==> src/hdl/scvs_pkg.sv <==
// Shared types, codes and helper functions for the sprite command vertex setup unit.
package scvs_pkg;

    localparam int CfgIndexWidth = 1;

    // register indexes
    localparam logic [CfgIndexWidth-1:0] CFG_LOCAL_X = 1'd0;
    localparam logic [CfgIndexWidth-1:0] CFG_LOCAL_Y = 1'd1;

    // command kinds
    localparam logic [2:0] MODE_NORMAL    = 3'd0;
    localparam logic [2:0] MODE_SCALED    = 3'd1;
    localparam logic [2:0] MODE_DISTORTED = 3'd2;
    localparam logic [2:0] MODE_POLYGON   = 3'd3;
    localparam logic [2:0] MODE_POLYLINE  = 3'd4;
    localparam logic [2:0] MODE_LINE      = 3'd5;

    // status codes
    localparam logic [1:0] STATUS_DRAW     = 2'd0;
    localparam logic [1:0] STATUS_EMPTY    = 2'd1;
    localparam logic [1:0] STATUS_BAD_SIZE = 2'd2;
    localparam logic [1:0] STATUS_BAD_CMOD = 2'd3;

    localparam logic [2:0] MaxColorMode = 3'd5;

    localparam logic [15:0] COORD_EXT_TEST = 16'h7000;
    localparam logic [15:0] COORD_EXT_SET  = 16'hF000;
    localparam logic [15:0] COORD_CLR_MASK = 16'hF800;

    typedef struct packed {
        logic [2:0]  mode;
        logic [15:0] size_word;
        logic [15:0] control_word;
        logic [15:0] draw_mode_word;
        logic [3:0][15:0] raw_x;   // index 0..3 = A..D
        logic [3:0][15:0] raw_y;
    } cmd_t;

    typedef struct packed {
        logic [1:0]       status;
        logic [3:0][15:0] vert_x;
        logic [3:0][15:0] vert_y;
        logic [8:0]       sprite_width;
        logic [7:0]       sprite_height;
        logic [1:0]       flip_bits;
    } result_t;

    // coordinate widening: any of bits 14:12 set fills bits 15:12, else only bits 10:0 are kept
    function automatic logic [15:0] conv_coord(input logic [15:0] a);
        logic [15:0] r;
        if ((a & COORD_EXT_TEST) != 16'h0000)
            r = a | COORD_EXT_SET;
        else
            r = a & ~COORD_CLR_MASK;
        return r;
    endfunction

    // signed halving, truncated toward zero
    function automatic logic [15:0] half16(input logic [15:0] v);
        logic signed [15:0] t;
        t = $signed(v + {15'd0, v[15]});
        return 16'($signed(t >>> 1));
    endfunction

endpackage

==> src/hdl/scvs_vertex_calc.sv <==
// Combinational vertex, size, flip and status computation for one command.
module scvs_vertex_calc
(
    input  scvs_pkg::cmd_t    cmd,
    input  logic [15:0]       local_x,
    input  logic [15:0]       local_y,
    output scvs_pkg::result_t res
);

    logic [3:0][15:0] cx;
    logic [3:0][15:0] cy;
    logic [8:0]  w;
    logic [7:0]  h;
    logic [1:0]  flip;
    logic        bad_size;
    logic        bad_cmod;
    logic        empty;

    // normal sprite
    logic [15:0] n_ax, n_ay, n_dw, n_dh, n_bx, n_dy;

    // scaled sprite
    logic [3:0]  zp;
    logic        anchored;
    logic [15:0] s_rw, s_rh, s_x, s_y;
    logic [15:0] s_x0, s_x1, s_y0, s_y2;

    always_comb
    begin
        for (int i = 0; i < 4; i++)
        begin
            cx[i] = scvs_pkg::conv_coord(cmd.raw_x[i]);
            cy[i] = scvs_pkg::conv_coord(cmd.raw_y[i]);
        end
    end

    assign w        = {cmd.size_word[13:8], 3'b000};
    assign h        = cmd.size_word[7:0];
    assign flip     = cmd.control_word[5:4];
    assign bad_size = cmd.size_word[15];
    assign bad_cmod = cmd.draw_mode_word[5:3] > scvs_pkg::MaxColorMode;
    assign empty    = (w == 9'd0) || (h == 8'd0);

    assign n_ax = cx[0] + local_x;
    assign n_ay = cy[0] + local_y;
    assign n_dw = (w == 9'd0) ? 16'd1 : {7'd0, w};
    assign n_dh = (h == 8'd0) ? 16'd1 : {8'd0, h};
    assign n_bx = n_ax + n_dw;
    assign n_dy = n_ay + n_dh;

    assign zp = cmd.control_word[11:8];

    always_comb
    begin
        anchored = zp inside {4'd5, 4'd6, 4'd7, 4'd9, 4'd10, 4'd11, 4'd13, 4'd14, 4'd15};
        s_rw = 16'd0;
        s_rh = 16'd0;
        s_x  = cx[0];
        s_y  = cy[0];
        if (zp == 4'd0)
        begin
            s_rw = cx[2] - cx[0];
            s_rh = cy[2] - cy[0];
        end
        else if (anchored)
        begin
            s_rw = cx[1];
            s_rh = cy[1];
            case (zp[1:0])
                2'd2:    s_x = cx[0] - scvs_pkg::half16(cx[1]);
                2'd3:    s_x = cx[0] - cx[1];
                default: s_x = cx[0];
            endcase
            case (zp[3:2])
                2'd2:    s_y = cy[0] - scvs_pkg::half16(cy[1]);
                2'd3:    s_y = cy[0] - cy[1];
                default: s_y = cy[0];
            endcase
        end
    end

    assign s_x0 = s_x + local_x;
    assign s_x1 = s_x + s_rw + local_x;
    assign s_y0 = s_y + local_y;
    assign s_y2 = s_y + s_rh + local_y;

    always_comb
    begin
        res.status        = scvs_pkg::STATUS_DRAW;
        res.vert_x        = '0;
        res.vert_y        = '0;
        res.sprite_width  = 9'd1;
        res.sprite_height = 8'd1;
        res.flip_bits     = 2'd0;

        if (cmd.mode <= scvs_pkg::MODE_DISTORTED)
        begin
            res.sprite_width  = w;
            res.sprite_height = h;
            res.flip_bits     = flip;
            if (empty)
                res.status = scvs_pkg::STATUS_EMPTY;
        end

        case (cmd.mode)
            scvs_pkg::MODE_NORMAL:
            begin
                if (bad_size || bad_cmod)
                begin
                    res.status        = bad_size ? scvs_pkg::STATUS_BAD_SIZE
                                                 : scvs_pkg::STATUS_BAD_CMOD;
                    res.sprite_width  = 9'd0;
                    res.sprite_height = 8'd0;
                    res.flip_bits     = 2'd0;
                end
                else
                begin
                    res.vert_x = {n_ax, n_bx, n_bx, n_ax};
                    res.vert_y = {n_dy, n_dy, n_ay, n_ay};
                end
            end
            scvs_pkg::MODE_SCALED:
            begin
                res.vert_x = {s_x0, s_x1, s_x1, s_x0};
                res.vert_y = {s_y2, s_y2, s_y0, s_y0};
                if (zp == 4'd0)
                begin
                    // inclusive far edge; degenerate spans shift as a whole
                    if ($signed(s_x1) > $signed(s_x0))
                        res.vert_x = {s_x0, s_x1 + 16'd1, s_x1 + 16'd1, s_x0};
                    else
                        res.vert_x = {s_x0 + 16'd1, s_x1 + 16'd1, s_x1 + 16'd1, s_x0 + 16'd1};
                    if ($signed(s_y2) > $signed(s_y0))
                        res.vert_y = {s_y2 + 16'd1, s_y2 + 16'd1, s_y0, s_y0};
                    else
                        res.vert_y = {s_y2 + 16'd1, s_y2 + 16'd1, s_y0 + 16'd1, s_y0 + 16'd1};
                end
                else if (anchored)
                begin
                    res.vert_x = {s_x0, s_x1 + 16'd1, s_x1 + 16'd1, s_x0};
                    res.vert_y = {s_y2 + 16'd1, s_y2 + 16'd1, s_y0, s_y0};
                end
            end
            scvs_pkg::MODE_DISTORTED, scvs_pkg::MODE_POLYGON, scvs_pkg::MODE_POLYLINE:
            begin
                for (int i = 0; i < 4; i++)
                begin
                    res.vert_x[i] = cx[i] + local_x;
                    res.vert_y[i] = cy[i] + local_y;
                end
            end
            scvs_pkg::MODE_LINE:
            begin
                res.vert_x[0] = cx[0] + local_x;
                res.vert_y[0] = cy[0] + local_y;
                res.vert_x[1] = cx[1] + local_x;
                res.vert_y[1] = cy[1] + local_y;
                res.vert_x[2] = res.vert_x[1];
                res.vert_y[2] = res.vert_y[1];
                res.vert_x[3] = res.vert_x[0];
                res.vert_y[3] = res.vert_y[0];
            end
            default:
            begin
                res.sprite_width  = 9'd0;
                res.sprite_height = 8'd0;
                res.flip_bits     = 2'd0;
            end
        endcase
    end

endmodule

==> src/hdl/sprite_command_vertex_setup_unit.sv <==
// Sprite command vertex setup: two-stage command register and result register.
// Latency: a command taken at a clock edge shows its result, with done high,
//   for one cycle starting at the next edge.
// Throughput: one command per cycle; busy stays low, the result register sets the pace.
// Results cannot be held off by the receiver; done marks each for one cycle only.
// Reset clears the local origin registers and the stage valid flags.
module sprite_command_vertex_setup_unit
(
    input  logic                                  clk,
    input  logic                                  rst_n,

    input  logic                                  start,
    output logic                                  busy,
    input  logic [2:0]                            mode,
    input  logic [15:0]                           size_word,
    input  logic [15:0]                           control_word,
    input  logic [15:0]                           draw_mode_word,
    input  logic [15:0]                           raw_ax,
    input  logic [15:0]                           raw_ay,
    input  logic [15:0]                           raw_bx,
    input  logic [15:0]                           raw_by,
    input  logic [15:0]                           raw_cx,
    input  logic [15:0]                           raw_cy,
    input  logic [15:0]                           raw_dx,
    input  logic [15:0]                           raw_dy,

    input  logic                                  cfg_valid,
    output logic                                  cfg_ready,
    input  logic [scvs_pkg::CfgIndexWidth-1:0]    cfg_index,
    input  logic [15:0]                           cfg_data,

    output logic                                  done,
    output logic [1:0]                            status,
    output logic signed [15:0]                    vert_ax,
    output logic signed [15:0]                    vert_ay,
    output logic signed [15:0]                    vert_bx,
    output logic signed [15:0]                    vert_by,
    output logic signed [15:0]                    vert_cx,
    output logic signed [15:0]                    vert_cy,
    output logic signed [15:0]                    vert_dx,
    output logic signed [15:0]                    vert_dy,
    output logic [8:0]                            sprite_width,
    output logic [7:0]                            sprite_height,
    output logic [1:0]                            flip_bits
);

    logic [15:0]       local_x_reg;
    logic [15:0]       local_y_reg;
    logic              cmd_valid_reg;
    scvs_pkg::cmd_t    cmd_reg;
    scvs_pkg::cmd_t    cmd_next;
    logic              res_valid_reg;
    scvs_pkg::result_t res_reg;
    scvs_pkg::result_t res_next;
    logic              accept;

    assign busy      = 1'b0;
    assign cfg_ready = 1'b1;
    assign accept    = start && !busy;

    always_comb
    begin
        cmd_next.mode           = mode;
        cmd_next.size_word      = size_word;
        cmd_next.control_word   = control_word;
        cmd_next.draw_mode_word = draw_mode_word;
        cmd_next.raw_x          = {raw_dx, raw_cx, raw_bx, raw_ax};
        cmd_next.raw_y          = {raw_dy, raw_cy, raw_by, raw_ay};
    end

    always_ff @(posedge clk or negedge rst_n)
    begin
        if (!rst_n)
        begin
            local_x_reg <= 16'd0;
            local_y_reg <= 16'd0;
        end
        else if (cfg_valid && cfg_ready)
        begin
            case (cfg_index)
                scvs_pkg::CFG_LOCAL_X: local_x_reg <= cfg_data;
                scvs_pkg::CFG_LOCAL_Y: local_y_reg <= cfg_data;
                default: ;
            endcase
        end
    end

    always_ff @(posedge clk or negedge rst_n)
    begin
        if (!rst_n)
        begin
            cmd_valid_reg <= 1'b0;
            res_valid_reg <= 1'b0;
        end
        else
        begin
            cmd_valid_reg <= accept;
            res_valid_reg <= cmd_valid_reg;
        end
    end

    always_ff @(posedge clk)
    begin
        if (accept)
            cmd_reg <= cmd_next;
        if (cmd_valid_reg)
            res_reg <= res_next;
    end

    scvs_vertex_calc u_calc
    (
        .cmd     (cmd_reg),
        .local_x (local_x_reg),
        .local_y (local_y_reg),
        .res     (res_next)
    );

    assign done          = res_valid_reg;
    assign status        = res_reg.status;
    assign vert_ax       = $signed(res_reg.vert_x[0]);
    assign vert_ay       = $signed(res_reg.vert_y[0]);
    assign vert_bx       = $signed(res_reg.vert_x[1]);
    assign vert_by       = $signed(res_reg.vert_y[1]);
    assign vert_cx       = $signed(res_reg.vert_x[2]);
    assign vert_cy       = $signed(res_reg.vert_y[2]);
    assign vert_dx       = $signed(res_reg.vert_x[3]);
    assign vert_dy       = $signed(res_reg.vert_y[3]);
    assign sprite_width  = res_reg.sprite_width;
    assign sprite_height = res_reg.sprite_height;
    assign flip_bits     = res_reg.flip_bits;

endmodule

==> config.mk <==
export PLATFORM = sky130hd
export DESIGN_NAME = sprite_command_vertex_setup_unit
export DESIGN_NICKNAME = d
export VERILOG_FILES = /design/src/hdl/scvs_pkg.sv /design/src/hdl/scvs_vertex_calc.sv /design/src/hdl/sprite_command_vertex_setup_unit.sv
export SDC_FILE = /design/constraint.sdc
export NUM_CORES = 1
export LEC_CHECK = 0
export ABC_CLOCK_PERIOD_IN_PS = 9330
export BUFFER_PORTS_ARGS = -buffer_cell sky130_fd_sc_hd__buf_4
export CAP_MARGIN = 5
export CORE_MARGIN = 2
export CORE_UTILIZATION = 39
export DETAILED_ROUTE_END_ITERATION = 7
export SLEW_MARGIN = 10
export SYNTH_ARGS = -nofsm -noshare
export SYNTH_HDL_FRONTEND = slang
export SYNTH_SLANG_ARGS = --single-unit
==> constraint.sdc <==
create_clock -name clk -period 9.33 [get_ports clk]
set_input_delay 0.4665 -clock clk [delete_from_list [all_inputs] [get_ports clk]]
set_output_delay 0.4665 -clock clk [all_outputs]
set_load 0.03 [all_outputs]
==> flow_summary.yaml <==
yosys:
  synth_commonest_cells: "edfxtp_1 (293), ha_1 (286), nand2_1 (236), a21oi_1 (182)"
  synth.distinct_cells: 85
  synthAdderAreaFrac_pct: 16.7
  syn_area_um2: 27100
  async_reset_ff_share_pct: 10.4
  synthMuxAreaShare_pct: 1.79
  synth_xor_xnor_area_share_pct: 9.15
  yosysSeqAreaShare_pct: 35.7
  synth_top_family_by_area: "compound AO/OA/AOI/OAI gates"
  synth_cells: 2769
  ys_ff_latch: 327
  post-synth-top-area-fraction_pct: 32.5
  synthSimpleGateAreaFrac_pct: 13.7
  synth_area_leaders: "edfxtp_1 (33%), ha_1 (13%), xnor2_1 (5.4%)"
  yosysWarningCount: 0
  synth_edf_count: 293
  synth_top_area_cell: "edfxtp_1"
  synth_ff_type: "edfxtp_1"
  avgSynthCellArea_um2: 9.77
  yosysMostFrequentCell: "edfxtp_1"
  synth-compound-area-share_pct: 19.9
route:
  vias: 23800
  wl_mm: 97.6
  initialDrtViolationCount: 2712
  drt_pre_antenna_iters: 6
  vias_per_cell: 5.86
  wl_per_cell_um: 24.1
  drc: 0
  postRouteAntennaNets: 0
sta:
  period_needed_ns: 8.78
  fmax_mhz: 114
  final.setup.worst_slack_ns: 0.548
  rsz0062_at_grt: "no"
  final.period_utilization_pct: 94.1
  whs_ns: 0.0633
  tightestPinTransition_ns: 1.06
  relSlewSlack_pct: 29.0
  setup_tns_ns: 0
  finalHoldViolations: 0
  skew_ns: 0.0214
  drv_slew: 0
  finalSetupViolCount: 0
clock_network:
  clk_latency_ns: 0.59
  cts_tree: "done"
  cts_made_buffers: 41
  cts.clk_slew.worst_paths_ns: 0.06
  cts_sinks: 327
  cts_max_level: 2
  clockBufferDepth: 3
  clock-root-buffer: "clkbuf_16"
global_route:
  antenna_found_initial: 2
  grt_usage_pct: 26.7
  grt_overflow: 0
  grt_max_degree: 86
  grt_pass1_vias: 22500
  grt_pass1_wl_mm: 142
finish:
  drive_gt1_share_pct: 16.2
  antennaDiodeCount: 0
  fin_nets: 3623
  area_growth_pct: 18.4
  largest_reg_flops: 146
  fillers: 6386
floorplan:
  core_area_um2: 68600
  start_util_pct: 39.5
  num_rows: 96
  dieArea_um2: 71500
  die_y_um: 267
  die_x_um: 267
  io_pins: 352
min_path:
  holdPathStages: 1
  min_path_type: "input pin to flip-flop"
job:
  drv_cap: 0
worst_setup_path:
  cp_top_family: "compound AO/OA/AOI/OAI gates"
  r2r-end: "vert_by[11]"
  end_kind: "flip-flop"
  critPathSlowestCell: "fa_1"
  setup.worst_path.start: "cmd_reg[29]"
  r2r.worst_path.cells: 40
  timing.rr.start: "cmd_reg[29]"
  crit_cells: 40
  crit_path_start_kind: "flip-flop"
  critical_path.max_stage_delay_ns: 0.51
  critPathKind: "flip-flop to flip-flop"
  crit_end: "vert_by[11]"
  cp.required_ns: 9.63
  regToRegSetupSlack_ns: 0.55
  crit_arrival_ns: 9.09
  cp_num_buf_inv: 6
  cp_max_fo: 5
place:
  place_congestion: 0.936
  portBuffers: 314
  place.detailed.hpwl_mm: 79.4
  post-place-ws_ns: 0.251
pwr:
  power_w: 0.00899
  p_per_area_nw_per_um2: 281
  power.leakage_nw: 13.5
  irDropWorstVdd_mv: 0.134
status:
  status: "completed"
[stage by stage]
stage / utilization (%) / cells / instance area (µm²)
after floorplan: - / 2771 / 27100
after global placement: 44.7 / 3975 / 30600
after detailed placement: 44.7 / 3975 / 30600
after CTS: 46.6 / 4049 / 32000
after global routing: 46.7 / 4051 / 32000
final: 46.7 / 4051 / 32000
[worst register-to-register path: cells and delay by family, from the launching register on]
family	cells	cell delay (ns)
AO/OA/AOI/OAI	15	3.31
adder cells (fa/ha/maj)	6	1.97
AND/OR/NAND/NOR	9	1.53
buffers and inverters	6	0.61
multiplexers	2	0.40
flip-flops	1	0.36
XOR/XNOR	2	0.30
[cell families (layout without fill, tap and decap cells)]
kind of cell | after synthesis | count (layout)
compound gates | 810 | 810
simple gates | 757 | 757
fa+ha+maj | 333 | 333
flops | 327 | 327
xor+xnor | 281 | 281
buf+inv | 215 | 564
mux | 44 | 44
other cells | 2 | 4
[worst min path at each step]
| stage | startpoint | end | slack [ns] |
|---|---|---|---|
| after floorplan | rst_n | cmd_valid_reg | 0.17 |
| after global placement | rst_n | local_x_reg[15] | 0.46 |
| after detailed placement | rst_n | local_x_reg[15] | 0.46 |
| after CTS | raw_dx[0] | cmd_reg[112] | 0.03 |
| after global routing | raw_dy[8] | cmd_reg[56] | 0.04 |
| final | raw_dx[0] | cmd_reg[112] | 0.06 |
[layout by cell type, fill, tap and decap left out, drive strengths merged, types with 30 or more instances in the layout]
master	synthesis	routed
nor2b	30	30
nand3	67	67
o21a	42	42
xor2	112	112
o22ai	31	31
o21ai	177	177
a21o	82	82
nor2	153	153
buf	9	361
edfxtp	293	293
ha	286	286
a21oi	182	182
clkbuf	77	45
a22oi	35	35
nor3	61	61
fa	47	47
mux2	36	36
inv	129	133
xnor2	168	168
dfrtp	34	34
and2	39	39
nand2	236	236
[where the power goes]
part	switching, W	internal, W
Sequential	0.000212	0.00189
Clock	0.000651	0.000935
Combinational	0.00330	0.00200
Total	0.00416	0.00483
[cell type report]
cell class | count | area (µm²) | area share (%)
Timing Repair Buffer | 362 | 2720 | 8.50
Tap cell | 931 | 1160 | 3.64
Clock buffer | 45 | 1060 | 3.32
Inverter | 129 | 484 | 1.51
Clock inverter | 28 | 268 | 0.836
Sequential cell | 327 | 9650 | 30.1
Multi-Input combinational cell | 2229 | 16700 | 52.1
[layer usage]
layer	up-vias	track usage [%]	wire [µm]
met1	11600	41.0	47000
met5	-	0	0
met4	0	5.22	1740
li1	11000	-	-
met2	1002	39.6	40900
met3	92	3.81	7900
[repair_timing]
| item | 4_1_cts | 5_1_grt |
|---|---|---|
| hold buffers | 1 | 0 |
| gates resized for setup | 0 | 18 |
| setup endpoints to repair | 0 | 52 |
| setup buffers | 0 | 2 |
| hold endpoints to repair | 34 | 0 |
Note: power is estimated with default switching activity, not from simulation.
